[src/rtl/gha_pkg.sv]
// Shared widths, codes and controller/datapath interface types for the handle allocator.
package gha_pkg;

    localparam int IDX_W = 12;
    localparam int GEN_W = 8;
    localparam int CNT_W = IDX_W + 1;
    localparam int OP_W = 2;
    localparam int STAT_W = 2;

    localparam logic [CNT_W-1:0] SLOTS = CNT_W'(1) << IDX_W;
    localparam logic [CNT_W-1:0] REUSE_RESET = CNT_W'(1024);
    localparam logic [CNT_W-1:0] FRESH_RESET = CNT_W'(1);

    localparam logic [OP_W-1:0] OP_CREATE = 2'd0;
    localparam logic [OP_W-1:0] OP_DESTROY = 2'd1;
    localparam logic [OP_W-1:0] OP_ALIVE = 2'd2;

    localparam logic [STAT_W-1:0] ST_OK = 2'd0;
    localparam logic [STAT_W-1:0] ST_NO_INDEX = 2'd1;
    localparam logic [STAT_W-1:0] ST_NEVER_ALLOC = 2'd2;

    typedef struct packed {
        logic capture;
        logic pop;
        logic g_rd_idx;
        logic g_rd_q;
        logic res_full;
        logic res_bad;
        logic res_fresh;
        logic res_reuse;
        logic res_destroy;
        logic res_alive;
        logic emit;
    } ctl_cmd_t;

    typedef struct packed {
        logic [OP_W-1:0] op;
        logic            reuse;
        logic            fresh_avail;
        logic            idx_valid;
        logic            out_busy;
    } dp_stat_t;

endpackage

[src/rtl/gha_ctrl.sv]
// Controller state machine sequencing one allocator operation at a time.
module gha_ctrl
    import gha_pkg::*;
(
    input  logic     clk,
    input  logic     rst_n,
    input  logic     cmd_valid,
    input  dp_stat_t stat,
    output logic     cmd_ready,
    output ctl_cmd_t ctl
);

    localparam logic [2:0] S_IDLE = 3'd0;
    localparam logic [2:0] S_DECIDE = 3'd1;
    localparam logic [2:0] S_QREAD = 3'd2;
    localparam logic [2:0] S_GREAD = 3'd3;
    localparam logic [2:0] S_DONE = 3'd4;

    logic [2:0] state_reg;
    logic [2:0] state_next;

    always_ff @(posedge clk or negedge rst_n)
    begin
        if (!rst_n)
        begin
            state_reg <= S_IDLE;
        end
        else
        begin
            state_reg <= state_next;
        end
    end

    always_comb
    begin
        state_next = state_reg;
        ctl = '0;
        cmd_ready = 1'b0;
        case (state_reg)
            S_IDLE:
            begin
                cmd_ready = 1'b1;
                if (cmd_valid)
                begin
                    ctl.capture = 1'b1;
                    state_next = S_DECIDE;
                end
            end
            S_DECIDE:
            begin
                if (stat.op == OP_CREATE)
                begin
                    if (stat.reuse)
                    begin
                        ctl.pop = 1'b1;
                        state_next = S_QREAD;
                    end
                    else if (stat.fresh_avail)
                    begin
                        ctl.res_fresh = 1'b1;
                        state_next = S_DONE;
                    end
                    else
                    begin
                        ctl.res_full = 1'b1;
                        state_next = S_DONE;
                    end
                end
                else if (!stat.idx_valid)
                begin
                    ctl.res_bad = 1'b1;
                    state_next = S_DONE;
                end
                else
                begin
                    ctl.g_rd_idx = 1'b1;
                    state_next = S_GREAD;
                end
            end
            S_QREAD:
            begin
                ctl.g_rd_q = 1'b1;
                state_next = S_GREAD;
            end
            S_GREAD:
            begin
                if (stat.op == OP_CREATE)
                begin
                    ctl.res_reuse = 1'b1;
                end
                else if (stat.op == OP_DESTROY)
                begin
                    ctl.res_destroy = 1'b1;
                end
                else
                begin
                    ctl.res_alive = 1'b1;
                end
                state_next = S_DONE;
            end
            S_DONE:
            begin
                if (!stat.out_busy)
                begin
                    ctl.emit = 1'b1;
                    state_next = S_IDLE;
                end
            end
            default:
            begin
                state_next = S_IDLE;
            end
        endcase
    end

endmodule

[config.mk]
export PLATFORM = sky130hd
export DESIGN_NAME = gha_ctrl
export DESIGN_NICKNAME = d
export VERILOG_FILES = /design/src/rtl/gha_pkg.sv /design/src/rtl/gha_ctrl.sv
export SDC_FILE = /design/constraint.sdc
export NUM_CORES = 1
export LEC_CHECK = 0
export ABC_AREA = 1
export BUFFER_PORTS_ARGS = -buffer_cell sky130_fd_sc_hd__buf_2
export CELL_PAD_IN_SITES_DETAIL_PLACEMENT = 0
export CELL_PAD_IN_SITES_GLOBAL_PLACEMENT = 1
export CORE_AREA = 2 2 39 41
export CTS_CLUSTER_DIAMETER = 80
export DETAILED_ROUTE_END_ITERATION = 12
export DIE_AREA = 0 0 41 43
export HOLD_SLACK_MARGIN = 0.15
export PLACE_DENSITY = 0.79
export SETUP_SLACK_MARGIN = 0.5
export SYNTH_ARGS = -nofsm -noshare
export SYNTH_HDL_FRONTEND = slang
export SYNTH_SLANG_ARGS = --single-unit
[constraint.sdc]
create_clock -name clk -period 1.2 [get_ports clk]
set_input_delay 0.06 -clock clk [delete_from_list [all_inputs] [get_ports clk]]
set_output_delay 0.06 -clock clk [all_outputs]
set_load 0.02 [all_outputs]
# Word-level counts from Yosys, hierarchy flattened
# Cells that the tools add are included.
word_totals:
  output_inout_bits: 12
  regBits: 3
  input_bits: 9
  rom_bits: 0
  mem_bits_rw: 0
  mem_count: 0
  latchBits: 0
classes:
  shift: 0
  add_sub_neg: 0
  n_div: 0
  mux: 31
  bitwise: 0
  reduce_logical: 3
  order_cmp: 0
  n_mul: 0
  eq_ne: 7
op_table:
  columns: ["op", "count"]
  rows:
  - ["two-way mux 1 bit", 21]
  - ["two-way mux 3 bit", 7]
  - ["one-hot mux 3 bit (5 select lines)", 1]
  - ["== test 3 x 2 -> 1 bit (second input constant)", 2]
  - ["two-way mux 2 bit", 2]
  - ["!= test 2 bit (second input constant)", 2]
  - ["== test 3 x 1 -> 1 bit (second input constant)", 1]
  - ["== test 3 bit (second input constant)", 1]
  - ["logical NOT 3 bit", 1]
  - ["== test 2 x 1 -> 1 bit (second input constant)", 1]
  - ["logical NOT 2 bit", 1]
  - ["AND reduction 2 bit", 1]

# Logic depth before layout (Yosys ltp)
# Gate-level depths: netlist of the first run.
logic_depth:
  depth_word: 4
  ltp_mapped: 6
  depth_no_buf: 6

# Worst setup path after synthesis of the first run
# Ideal clock, no wire load.
synth_timing:
  path_kind: "reg2out"
  startpoint: "register state_reg[1]"
  endpoint: "output port ctl[0] (netlist bit)"
  path_slack_ps: 12
  arrival_ps: 1128
  path_stages_with_launch: 2
  cell_sequence: "dfrtp_1 nor4_1"
synth_rtl:
  columns: ["element", "line", "source"]
  rows:
  - ["from (decl)", "gha_ctrl.sv:19", "logic [2:0] state_reg;"]
  - ["from (signal assigned)", "gha_ctrl.sv:30", "state_reg <= state_next;"]
  - ["to (decl)", "gha_ctrl.sv:10", "output ctl_cmd_t ctl"]

==> results of run 1 <==
[cell usage after synthesis]
library cell / count / share of area [%]
dfrtp_1: 3 / 30
inv_1: 11 / 16
inv_2: 1 / 1.5
nand2_1: 6 / 8.9
nand3_1: 7 / 14
nand3_2: 1 / 4.0
nor2_1: 10 / 15
nor3_1: 2 / 4.0
nor4_1: 1 / 2.5
o21ai_0: 1 / 2.0
or2_1: 1 / 2.5
[power by group through the flow]
stage / Clock (mW) / Combinational [mW] / Sequential [mW]
final: 0.183 / 0.759 / 0.218
after global routing: 0.205 / 0.833 / 0.224
after CTS: 0.190 / 0.674 / 0.208
after global placement: 0 / 0.581 / 0.206
after floorplan: 0 / 0.396 / 0.203
after detailed placement: 0 / 0.587 / 0.209
[stage by stage]
step,utilization [%],setup TNS (ps)
floorplan,-,0
global placement,33.3,0
detailed placement,33.3,0
CTS,39.6,-1140
global route,43.1,-1530
finish,43.1,-751
[worst register-to-register path: cells and delay by family (launching register included)]
family                 cells  cell delay (ps)
buffers and inverters      1              170
and+or+nand+nor            4              300
DFF                        1              460
[layout make-up]
class	count	area, um2
multi-input cells	29	231
flip-flops and latches	3	76.3
well taps	16	20.0
fillers	148	787
inverters	12	45.0
clock buffers	4	26.3
repair buffers	26	198
[metal layers]
| metal | up-vias | routed length, um | track usage [%] |
|---|---|---|---|
| met1 | 161 | 304 | 10.6 |
| li1 | 195 | - | - |
| met5 | - | 0 | 0 |
| met2 | 15 | 443 | 16.6 |
| met3 | 0 | 65 | 7.85 |
| met4 | 0 | 0 | 4.00 |
[cells by family (layout without fill, tap and decap cells)]
| kind of cell | Yosys count | after routing |
|---|---|---|
| simple gates | 28 | 28 |
| compound gates | 1 | 1 |
| buf+inv | 12 | 42 |
| flops | 3 | 3 |
[what timing repair did]
action	4_1_cts	5_1_grt
hold buffers	1	0
pin swaps	4	1
cloned	0	0
endpoints found under the hold margin	4	0
buffers inserted	0	2
gates resized for setup	17	9
endpoints found under the setup margin	15	15
[worst paths after layout]
kind                            slack (ps)            to  depth (start not counted)
worst max-delay path                  -120        ctl[4]                          5
worst min-delay path                   140  state_reg[2]                          3
worst max register to register         160  state_reg[0]                          5
worst min register to register         670  state_reg[2]                          3
max in group asynchronous              930  state_reg[0]                          2
min in group asynchronous              150  state_reg[0]                          2
==> metrics.yaml, run 1 <==
critical_path:
  cp_max_fo: 4
  cp-end-kind: "output pin"
  cp.required_ps: 1140
  critPathLaunch: "state_reg[2]"
  crit_family: "simple AND/OR/NAND/NOR gates"
  cp-start-kind: "flip-flop"
  cp.arrival_ps: 1260
  crit_path_top_delay_cell: "dfrtp_1"
  path_buf_inv: 2
  crit_chain: "inv_2, nand3_4, or2_4, nor2_4, buf_6"
  worstSetupPathType: "reg -> out"
  r2r-start: "state_reg[0]"
  critPathMaxStageDelay_ps: 380
routing:
  final_antenna_net_count: 0
  wl_per_cell_um: 9.02
  vias: 371
  vias_per_cell: 4.12
  drc: 0
  finalWirelength_um: 812
  first_iter_violations: 1
  firstDrtPassIters: 2
clock_tree:
  clk_latency_ps: 240
  htree_num_levels: 1
  cts_root_buffer: "clkbuf_4"
  cts_tree: "built"
  clk_pin_slew_ps: 40
  clk_path_buf_depth: 2
  cts.sinks: 3
  cts_buffers: 3
placement:
  post-place-cells: 83
  place_area_um2: 460
  dp.final_hpwl_um: 627
  port_buffers: 20
  dp_slack_ps: 76.8
  gp_congestion: 0.674
final_layout:
  final_cell_mix: "10 x buf_4, 9 x buf_2, 8 x inv_1"
  stdcell_count: 90
  final_common_cell: "buf_4"
  syn_to_final_growth_pct: 136
  stdcell_area_um2: 597
  final_layout_size_suffix_gt1_share_pct: 66.2
  n_antenna_cell: 0
  largest_reg_flops: 3
  fin_nets: 84
synthesis:
  synth_seq_area_share_pct: 29.7
  synthDistinctLibCells: 11
  synth_nets: 53
  synth.mux.area_fraction_pct: 0
  yosys.area_share.adder_pct: 0
  synth_cells: 44
  synthesis.area_um2: 253
  synth_top_family_by_area: "simple AND/OR/NAND/NOR gates"
  synth_warnings: 0
  synth_compound_area_share_pct: 1.98
  synthSimpleGateAreaFrac_pct: 50.5
  avgSynthCellArea_um2: 5.74
  synthXorXnorAreaFrac_pct: 0
  ys_ff_latch: 3
die:
  start_util_pct: 18.3
  core-area_um2: 1380
  rows: 14
  dieArea_um2: 1760
  dieWidth_um: 41
  io-pin-count: 21
  dieHeight_um: 43
outcome:
  outcome: "complete, but fails checks"
  violations: "negative setup slack"
sta:
  worst_slack_ps: -121
  fmax_mhz: 757
  finalSetupViolations: 11
  final_hold_viol_count: 0
  fin_crit_ps: 1320
  tightest_slew_ps: 240
  maxSlewHeadroom_pct: 83.9
  timing.hold.ws_ps: 141
  fin_crit_sh_pct: 110
  slew_viol_final: 0
  rsz0062_at_grt: "true"
  finalClockSkew_ps: 1.50
global_route:
  grt_usage_pct: 10.7
  antenna_found_initial: 0
  grt_remaining_overflow: 0
  grt_pass1_vias: 311
  grt_max_degree: 6
  grt_pass1_wl_mm: 1.21
power_and_ir_drop:
  powerDensity_nw_per_um2: 1940
  switchingPower_mw: 0.542
  p_int_mw: 0.618
  finalPower_mw: 1.16
  leakagePower_nw: 0.315
  ir_drop_uv: 898
  comb_power_share_pct: 65.4
  p_sw_share_pct: 46.7
  power_frac_seq_pct: 18.8
  clockPowerShare_pct: 15.8
min_path:
  min_from: "stat[0]"
  hold_class: "in -> reg"
run:
  cap_violations: 0
No activity file was read; power rests on OpenSTA's default activity.
==> inputs of run 2 (changes only) <==
--- a/config.mk
+++ b/config.mk
@@ -5,7 +5,6 @@
 export SDC_FILE = /design/constraint.sdc
 export NUM_CORES = 1
 export LEC_CHECK = 0
-export ABC_AREA = 1
 export BUFFER_PORTS_ARGS = -buffer_cell sky130_fd_sc_hd__buf_2
 export CELL_PAD_IN_SITES_DETAIL_PLACEMENT = 0
 export CELL_PAD_IN_SITES_GLOBAL_PLACEMENT = 1
@@ -14,7 +13,7 @@
 export DETAILED_ROUTE_END_ITERATION = 12
 export DIE_AREA = 0 0 41 43
 export HOLD_SLACK_MARGIN = 0.15
-export PLACE_DENSITY = 0.79
+export PLACE_DENSITY = 0.77
 export SETUP_SLACK_MARGIN = 0.5
 export SYNTH_ARGS = -nofsm -noshare
 export SYNTH_HDL_FRONTEND = slang
==> metrics.yaml, run 2 <==
placement:
  dp_slack_ps: -237  # was 76.8 ps
  dp.final_hpwl_um: 627  # about the same
  post-place-cells: 74  # was 83
  port_buffers: 20  # unchanged
  gp_congestion: 0.671  # was 0.674
critical_path:
  reg2reg_slack_ps: -180  # was 160 ps
  crit_chain: "or3b_4, buf_4, nor3_4, buf_6"  # was inv_2, nand3_4, or2_4, nor2_4, buf_6
  rr_endpoint: "state_reg[2]"  # was state_reg[0]
  crit_path_top_delay_cell: "or3b_4"  # was dfrtp_1
  worstSetupPathType: "reg -> out"  # unchanged
  r2r-start: "state_reg[0]"  # unchanged
  rr_worst_depth: 4  # was 5
  cp_max_fo: 3  # was 4
  cp-end-kind: "output pin"  # unchanged
  cp.required_ps: 1140  # about the same
  cp.arrival_ps: 1530  # was 1260 ps
  cp-start-kind: "flip-flop"  # unchanged
  critPathMaxStageDelay_ps: 420  # was 380 ps
global_route:
  grt_usage_pct: 11.9  # was 10.7%
  grt_pass1_wl_mm: 1.43  # was 1.21 mm
  grt_pass1_vias: 379  # was 311
  antenna_found_initial: 0  # unchanged
  grt_max_degree: 8  # was 6
  grt_remaining_overflow: 0  # unchanged
sta:
  fin_crit_sh_pct: 133  # was 110%
  fmax_mhz: 628  # was 757 MHz
  slew_viol_final: 0  # unchanged
  finalSetupTns_ps: -3120  # was -751 ps
  finalSetupViolations: 13  # was 11
  tightest_slew_ps: 323  # was 240 ps
  final_hold_viol_count: 0  # unchanged
  rsz0062_at_grt: "true"  # unchanged
  worst_slack_ps: -392  # was -121 ps
  fin_crit_ps: 1590  # was 1320 ps
  maxSlewHeadroom_pct: 78.3  # was 83.9%
  finalClockSkew_ps: 0.968  # was 1.50 ps
routing:
  top_layer_used: "met3"  # unchanged
  vias: 372  # was 371
  drc: 0  # unchanged
  met3_length_um: 87  # was 65 um
  firstDrtPassIters: 4  # was 2
  first_iter_violations: 6  # was 1
  drt-met1-wl_um: 349  # was 304 um
  wl_met2_um: 441  # was 443 um
  vias_per_cell: 4.43  # was 4.12
  wl_per_cell_um: 10.5  # was 9.02 um
  final_antenna_net_count: 0  # unchanged
  finalWirelength_um: 878  # was 812 um
synthesis:
  synth-main-ff-cell: "dfrtp_1"  # unchanged
  synth_edf_count: 0  # unchanged
  synth_cells: 33  # was 44
  avgSynthCellArea_um2: 8.46  # was 5.74 um2
  async_flop_share_pct: 100  # unchanged
  synth_seq_area_share_pct: 26.9  # was 29.7%
  synth_top_area_share_pct: 26.9  # was 29.7%
  synthDistinctLibCells: 23  # was 11
  yosys-top-cells-count: "5 x nor2_1, 3 x and2_1, 3 x dfrtp_1"  # was 11 x inv_1, 10 x nor2_1, 7 x nand3_1
  synthesis.area_um2: 279  # was 253 um2
  yosys.cell_count.top_type: "nor2_1"  # was inv_1
  ys_ff_latch: 3  # unchanged
  synth_warnings: 0  # unchanged
  synth_nets: 42  # was 53
  synth_top_area_cell: "dfrtp_1"  # unchanged
  netlist_top_cells_area: "dfrtp_1 27%, and2_1 6.7%, nor2_1 6.7%"  # was dfrtp_1 30%, inv_1 16%, nor2_1 15%
final_layout:
  final_cell_mix: "14 x buf_6, 10 x buf_4, 8 x buf_2"  # was 10 x buf_4, 9 x buf_2, 8 x inv_1
  num-fill-cells: 128  # was 148
  syn_to_final_growth_pct: 150  # was 136%
  n_antenna_cell: 0  # unchanged
  stdcell_count: 84  # was 90
  post-route-util_pct: 50.4  # was 43.1%
  fin_nets: 78  # was 84
  largest_reg_flops: 3  # unchanged
  final_layout_size_suffix_gt1_share_pct: 77.9  # was 66.2%
  final_common_cell: "buf_6"  # was buf_4
min_path:
  hold_class: "in -> reg"  # unchanged
  worstHoldPathCells: 3  # unchanged
  min_from: "cmd_valid"  # was stat[0]
  hold_end: "state_reg[0]"  # was state_reg[2]
outcome:
  violations: "negative setup slack"  # unchanged
  outcome: "complete, but fails checks"  # unchanged
power_and_ir_drop:
  ir_drop_uv: 836  # was 898 uV
  finalPower_mw: 1.58  # was 1.16 mW
  leakagePower_nw: 0.312  # was 0.315 nW
  powerDensity_nw_per_um2: 2260  # was 1940 nW/um2
clock_tree:
  clk_latency_ps: 230  # was 240 ps
  cts_root_buffer: "clkbuf_4"  # unchanged
  clk_pin_slew_ps: 40  # about the same
  cts_buffers: 3  # unchanged
  htree_num_levels: 1  # unchanged
  clk_path_buf_depth: 2  # unchanged
  cts_tree: "built"  # unchanged
  cts.sinks: 3  # unchanged
run:
  cap_violations: 0  # unchanged
die:
  start_util_pct: 20.2  # was 18.3%
  rows: 14  # unchanged
  core-area_um2: 1380  # unchanged
  io-pin-count: 21  # unchanged
  dieArea_um2: 1760  # unchanged
  dieWidth_um: 41  # unchanged
  dieHeight_um: 43  # unchanged
-- run 2: cell count changes after synthesis, moves of 3 or more --
cell     change
nor2_1       -5
and2_1       +3
nand2_1      -4
inv_1       -11
nand3_1      -7
-- run 2: report_power, final --
group	switching [mW]	total [mW]	internal (mW)
Clock	0.0520	0.177	0.125
Combinational	0.530	1.21	0.678
Sequential	0.0407	0.192	0.151
Total	0.622	1.58	0.954
-- run 2: stage by stage --
stage,instance area (um2),hold slack [ps]
after floorplan,330,-236
after global placement,480,-141
after detailed placement,480,-140
after CTS,632,142
after global routing,697,169
final,697,150
-- run 2: what timing repair did --
| item | 4_1_cts | 5_1_grt |
|---|---|---|
| endpoints found under the setup margin | 15 | 15 |
| setup buffers | 2 | 3 |
| hold buffers | 1 | 0 |
| pin swaps | 5 | 2 |
| endpoints found under the hold margin | 5 | 0 |
| resized for setup | 29 | 11 |
-- run 2: kinds of logic after synthesis --
group                  Yosys count  share of synthesized area [%]
buffers and inverters            2                           5.83
AO/OA/AOI/OAI                    4                           9.42
flip-flops                       3                           26.9
XOR/XNOR                         1                           3.14
AND/OR/NAND/NOR                 23                           54.7
-- run 2: final cells by class --
class | instances | area (um2) | share of cell area (%)
Multi-Input combinational cell | 28 | 293 | 42.0
Tap cell | 16 | 20.0 | 2.87
Timing Repair Buffer | 33 | 283 | 40.6
Clock buffer | 4 | 26.3 | 3.77
Sequential cell | 3 | 75.1 | 10.8
-- run 2: critical path: cells and delay by family, from the launching register on --
family / cells / cell delay (ps)
AND/OR/NAND/NOR: 2 / 600
flip-flops: 1 / 380
buffers and inverters: 2 / 310
-- run 2: worst max-delay path by stage --
stage,endpoint,depth (start not counted),from
after floorplan,state_reg[2],4,state_reg[0]
final,ctl[5],4,state_reg[2]
after detailed placement,ctl[6],4,state_reg[2]
after CTS,ctl[6],4,state_reg[0]
after global routing,ctl[6],4,state_reg[2]
after global placement,ctl[6],4,state_reg[2]
-- run 2: layer usage --
metal  vias up  global-route usage [%]
li1        189                       -
met1       166                    12.9
met2        17                    19.4
met3         0                    6.81
met4         0                    2.00
met5         -                       0
==> inputs of run 3 (changes only) <==
--- a/config.mk
+++ b/config.mk
@@ -14,7 +14,7 @@
 export DIE_AREA = 0 0 41 43
 export HOLD_SLACK_MARGIN = 0.15
 export PLACE_DENSITY = 0.77
-export SETUP_SLACK_MARGIN = 0.5
+export SETUP_SLACK_MARGIN = 0.15
 export SYNTH_ARGS = -nofsm -noshare
 export SYNTH_HDL_FRONTEND = slang
 export SYNTH_SLANG_ARGS = --single-unit
==> metrics.yaml, run 3 (synthesis gave the netlist of run 2 again) <==
die:
  dieWidth_um: 41  # unchanged
  rows: 14  # unchanged
  dieHeight_um: 43  # unchanged
  dieArea_um2: 1760  # unchanged
  core-area_um2: 1380  # unchanged
  io-pin-count: 21  # unchanged
  start_util_pct: 20.2  # unchanged
clock_tree:
  htree_num_levels: 1  # unchanged
  cts_buffers: 3  # unchanged
  cts_tree: "built"  # unchanged
  clk_latency_ps: 240  # was 230 ps
  clk_pin_slew_ps: 40  # about the same
  cts_root_buffer: "clkbuf_4"  # unchanged
  cts.sinks: 3  # unchanged
  clk_path_buf_depth: 2  # unchanged
sta:
  fin_crit_sh_pct: 134  # was 133%
  maxSlewHeadroom_pct: 80.3  # was 78.3%
  finalSetupViolations: 13  # unchanged
  worst_slack_ps: -403  # was -392 ps
  slew_viol_final: 0  # unchanged
  fmax_mhz: 624  # was 628 MHz
  tightest_slew_ps: 294  # was 323 ps
  rsz0062_at_grt: "true"  # unchanged
  final_hold_viol_count: 0  # unchanged
  finalClockSkew_ps: 2.30  # was 0.968 ps
  fin_crit_ps: 1600  # was 1590 ps
critical_path:
  critPathLaunch: "state_reg[1]"  # was state_reg[2]
  cp.arrival_ps: 1540  # was 1530 ps
  cp-start-kind: "flip-flop"  # unchanged
  worstSetupPathType: "reg -> out"  # unchanged
  cp.required_ps: 1140  # about the same
  endpoint: "ctl[4]"  # was ctl[5]
  rr_endpoint: "state_reg[2]"  # unchanged
  rr_worst_depth: 4  # unchanged
  cp_max_fo: 3  # unchanged
  reg2reg_slack_ps: -200  # was -180 ps
  cp-end-kind: "output pin"  # unchanged
  r2r-start: "state_reg[2]"  # was state_reg[0]
routing:
  drc: 0  # unchanged
  final_antenna_net_count: 0  # unchanged
  top_layer_used: "met3"  # unchanged
  finalWirelength_mm: 1.01  # was 878 um
  first_iter_violations: 2  # was 6
  wl_met2_um: 543  # was 441 um
  wl_per_cell_um: 12.2  # was 10.5 um
  vias_per_cell: 4.70  # was 4.43
  drt-met1-wl_um: 364  # was 349 um
  met3_length_um: 104  # was 87 um
  firstDrtPassIters: 2  # was 4
  vias: 390  # was 372
placement:
  port_buffers: 20  # unchanged
  dp.final_hpwl_um: 638  # was 627 um
  place_area_um2: 470  # was 480 um2
  gp_congestion: 0.672  # was 0.671
  dp_slack_ps: -209  # was -237 ps
  post-place-cells: 73  # was 74
global_route:
  grt_remaining_overflow: 0  # unchanged
  grt_pass1_wl_mm: 1.60  # was 1.43 mm
  grt_usage_pct: 13.4  # was 11.9%
  grt_max_degree: 8  # unchanged
  antenna_found_initial: 0  # unchanged
  grt_pass1_vias: 394  # was 379
final_layout:
  n_antenna_cell: 0  # unchanged
  stdcell_area_um2: 708  # was 697 um2
  num-fill-cells: 125  # was 128
  stdcell_count: 83  # was 84
  final_cell_mix: "15 x buf_6, 8 x buf_2, 6 x buf_4"  # was 14 x buf_6, 10 x buf_4, 8 x buf_2
  syn_to_final_growth_pct: 154  # was 150%
  largest_reg_flops: 3  # unchanged
  final_layout_size_suffix_gt1_share_pct: 76.1  # was 77.9%
  final_common_cell: "buf_6"  # unchanged
  fin_nets: 77  # was 78
power_and_ir_drop:
  finalPower_mw: 1.62  # was 1.58 mW
  ir_drop_uv: 960  # was 836 uV
  powerDensity_nw_per_um2: 2280  # was 2260 nW/um2
  leakagePower_nw: 0.309  # was 0.312 nW
outcome:
  outcome: "complete, but fails checks"  # unchanged
  violations: "negative setup slack"  # unchanged
min_path:
  worstHoldPathCells: 3  # unchanged
  hold_class: "in -> reg"  # unchanged
run:
  cap_violations: 0  # unchanged
run 3: what timing repair did:
item | in CTS | in global routing
hold buffers | 3 | 0
pin swaps | 4 | 3
endpoints found under the hold margin | 5 | 0
endpoints found under the setup margin | 14 | 15
gates resized for setup | 28 | 14
buffers inserted | 3 | 0
run 3: through the flow:
step | utilization (%) | TNS (ps) | hold slack, ps
floorplan | - | -832 | -236
global route | 51.2 | -4280 | 225
detailed placement | 34.0 | -901 | -140
finish | 51.2 | -3370 | 220
CTS | 46.9 | -3400 | 146
global placement | 34.0 | -805 | -140
run 3: worst min-delay path by stage:
stage          slack, ps      endpoint    start
2_1_floorplan       -240  state_reg[0]    rst_n
3_3_place_gp        -140  state_reg[0]    rst_n
3_5_place_dp        -140  state_reg[0]    rst_n
4_1_cts              150  state_reg[1]  stat[3]
5_1_grt              220  state_reg[1]  stat[3]
6_report             220  state_reg[1]  stat[3]
run 3: area by class of cell:
class | instances | area (um2) | area share [%]
Timing Repair Buffer | 32 | 284 | 40.1
Multi-Input combinational cell | 28 | 303 | 42.8
Tap cell | 16 | 20.0 | 2.83
Sequential cell | 3 | 75.1 | 10.6
Clock buffer | 4 | 26.3 | 3.71
run 3: power by group:
group	internal, mW	total [mW]	switching [mW]
clock network	0.125	0.187	0.0619
registers	0.151	0.191	0.0398
logic	0.675	1.24	0.564
total	0.952	1.62	0.665
run 3: worst max-delay path: stages, from the launching register on:
cell     delay, ps
dfrtp_1        400
or3b_4         410
nor4_4         190
and2_2         180
buf_4          130
run 3: per-layer routing:
metal	global-route usage [%]	vias to the layer above
li1	-	189
met1	13.4	181
met2	23.8	20
met3	6.81	0
met4	2.00	0
met5	0	-
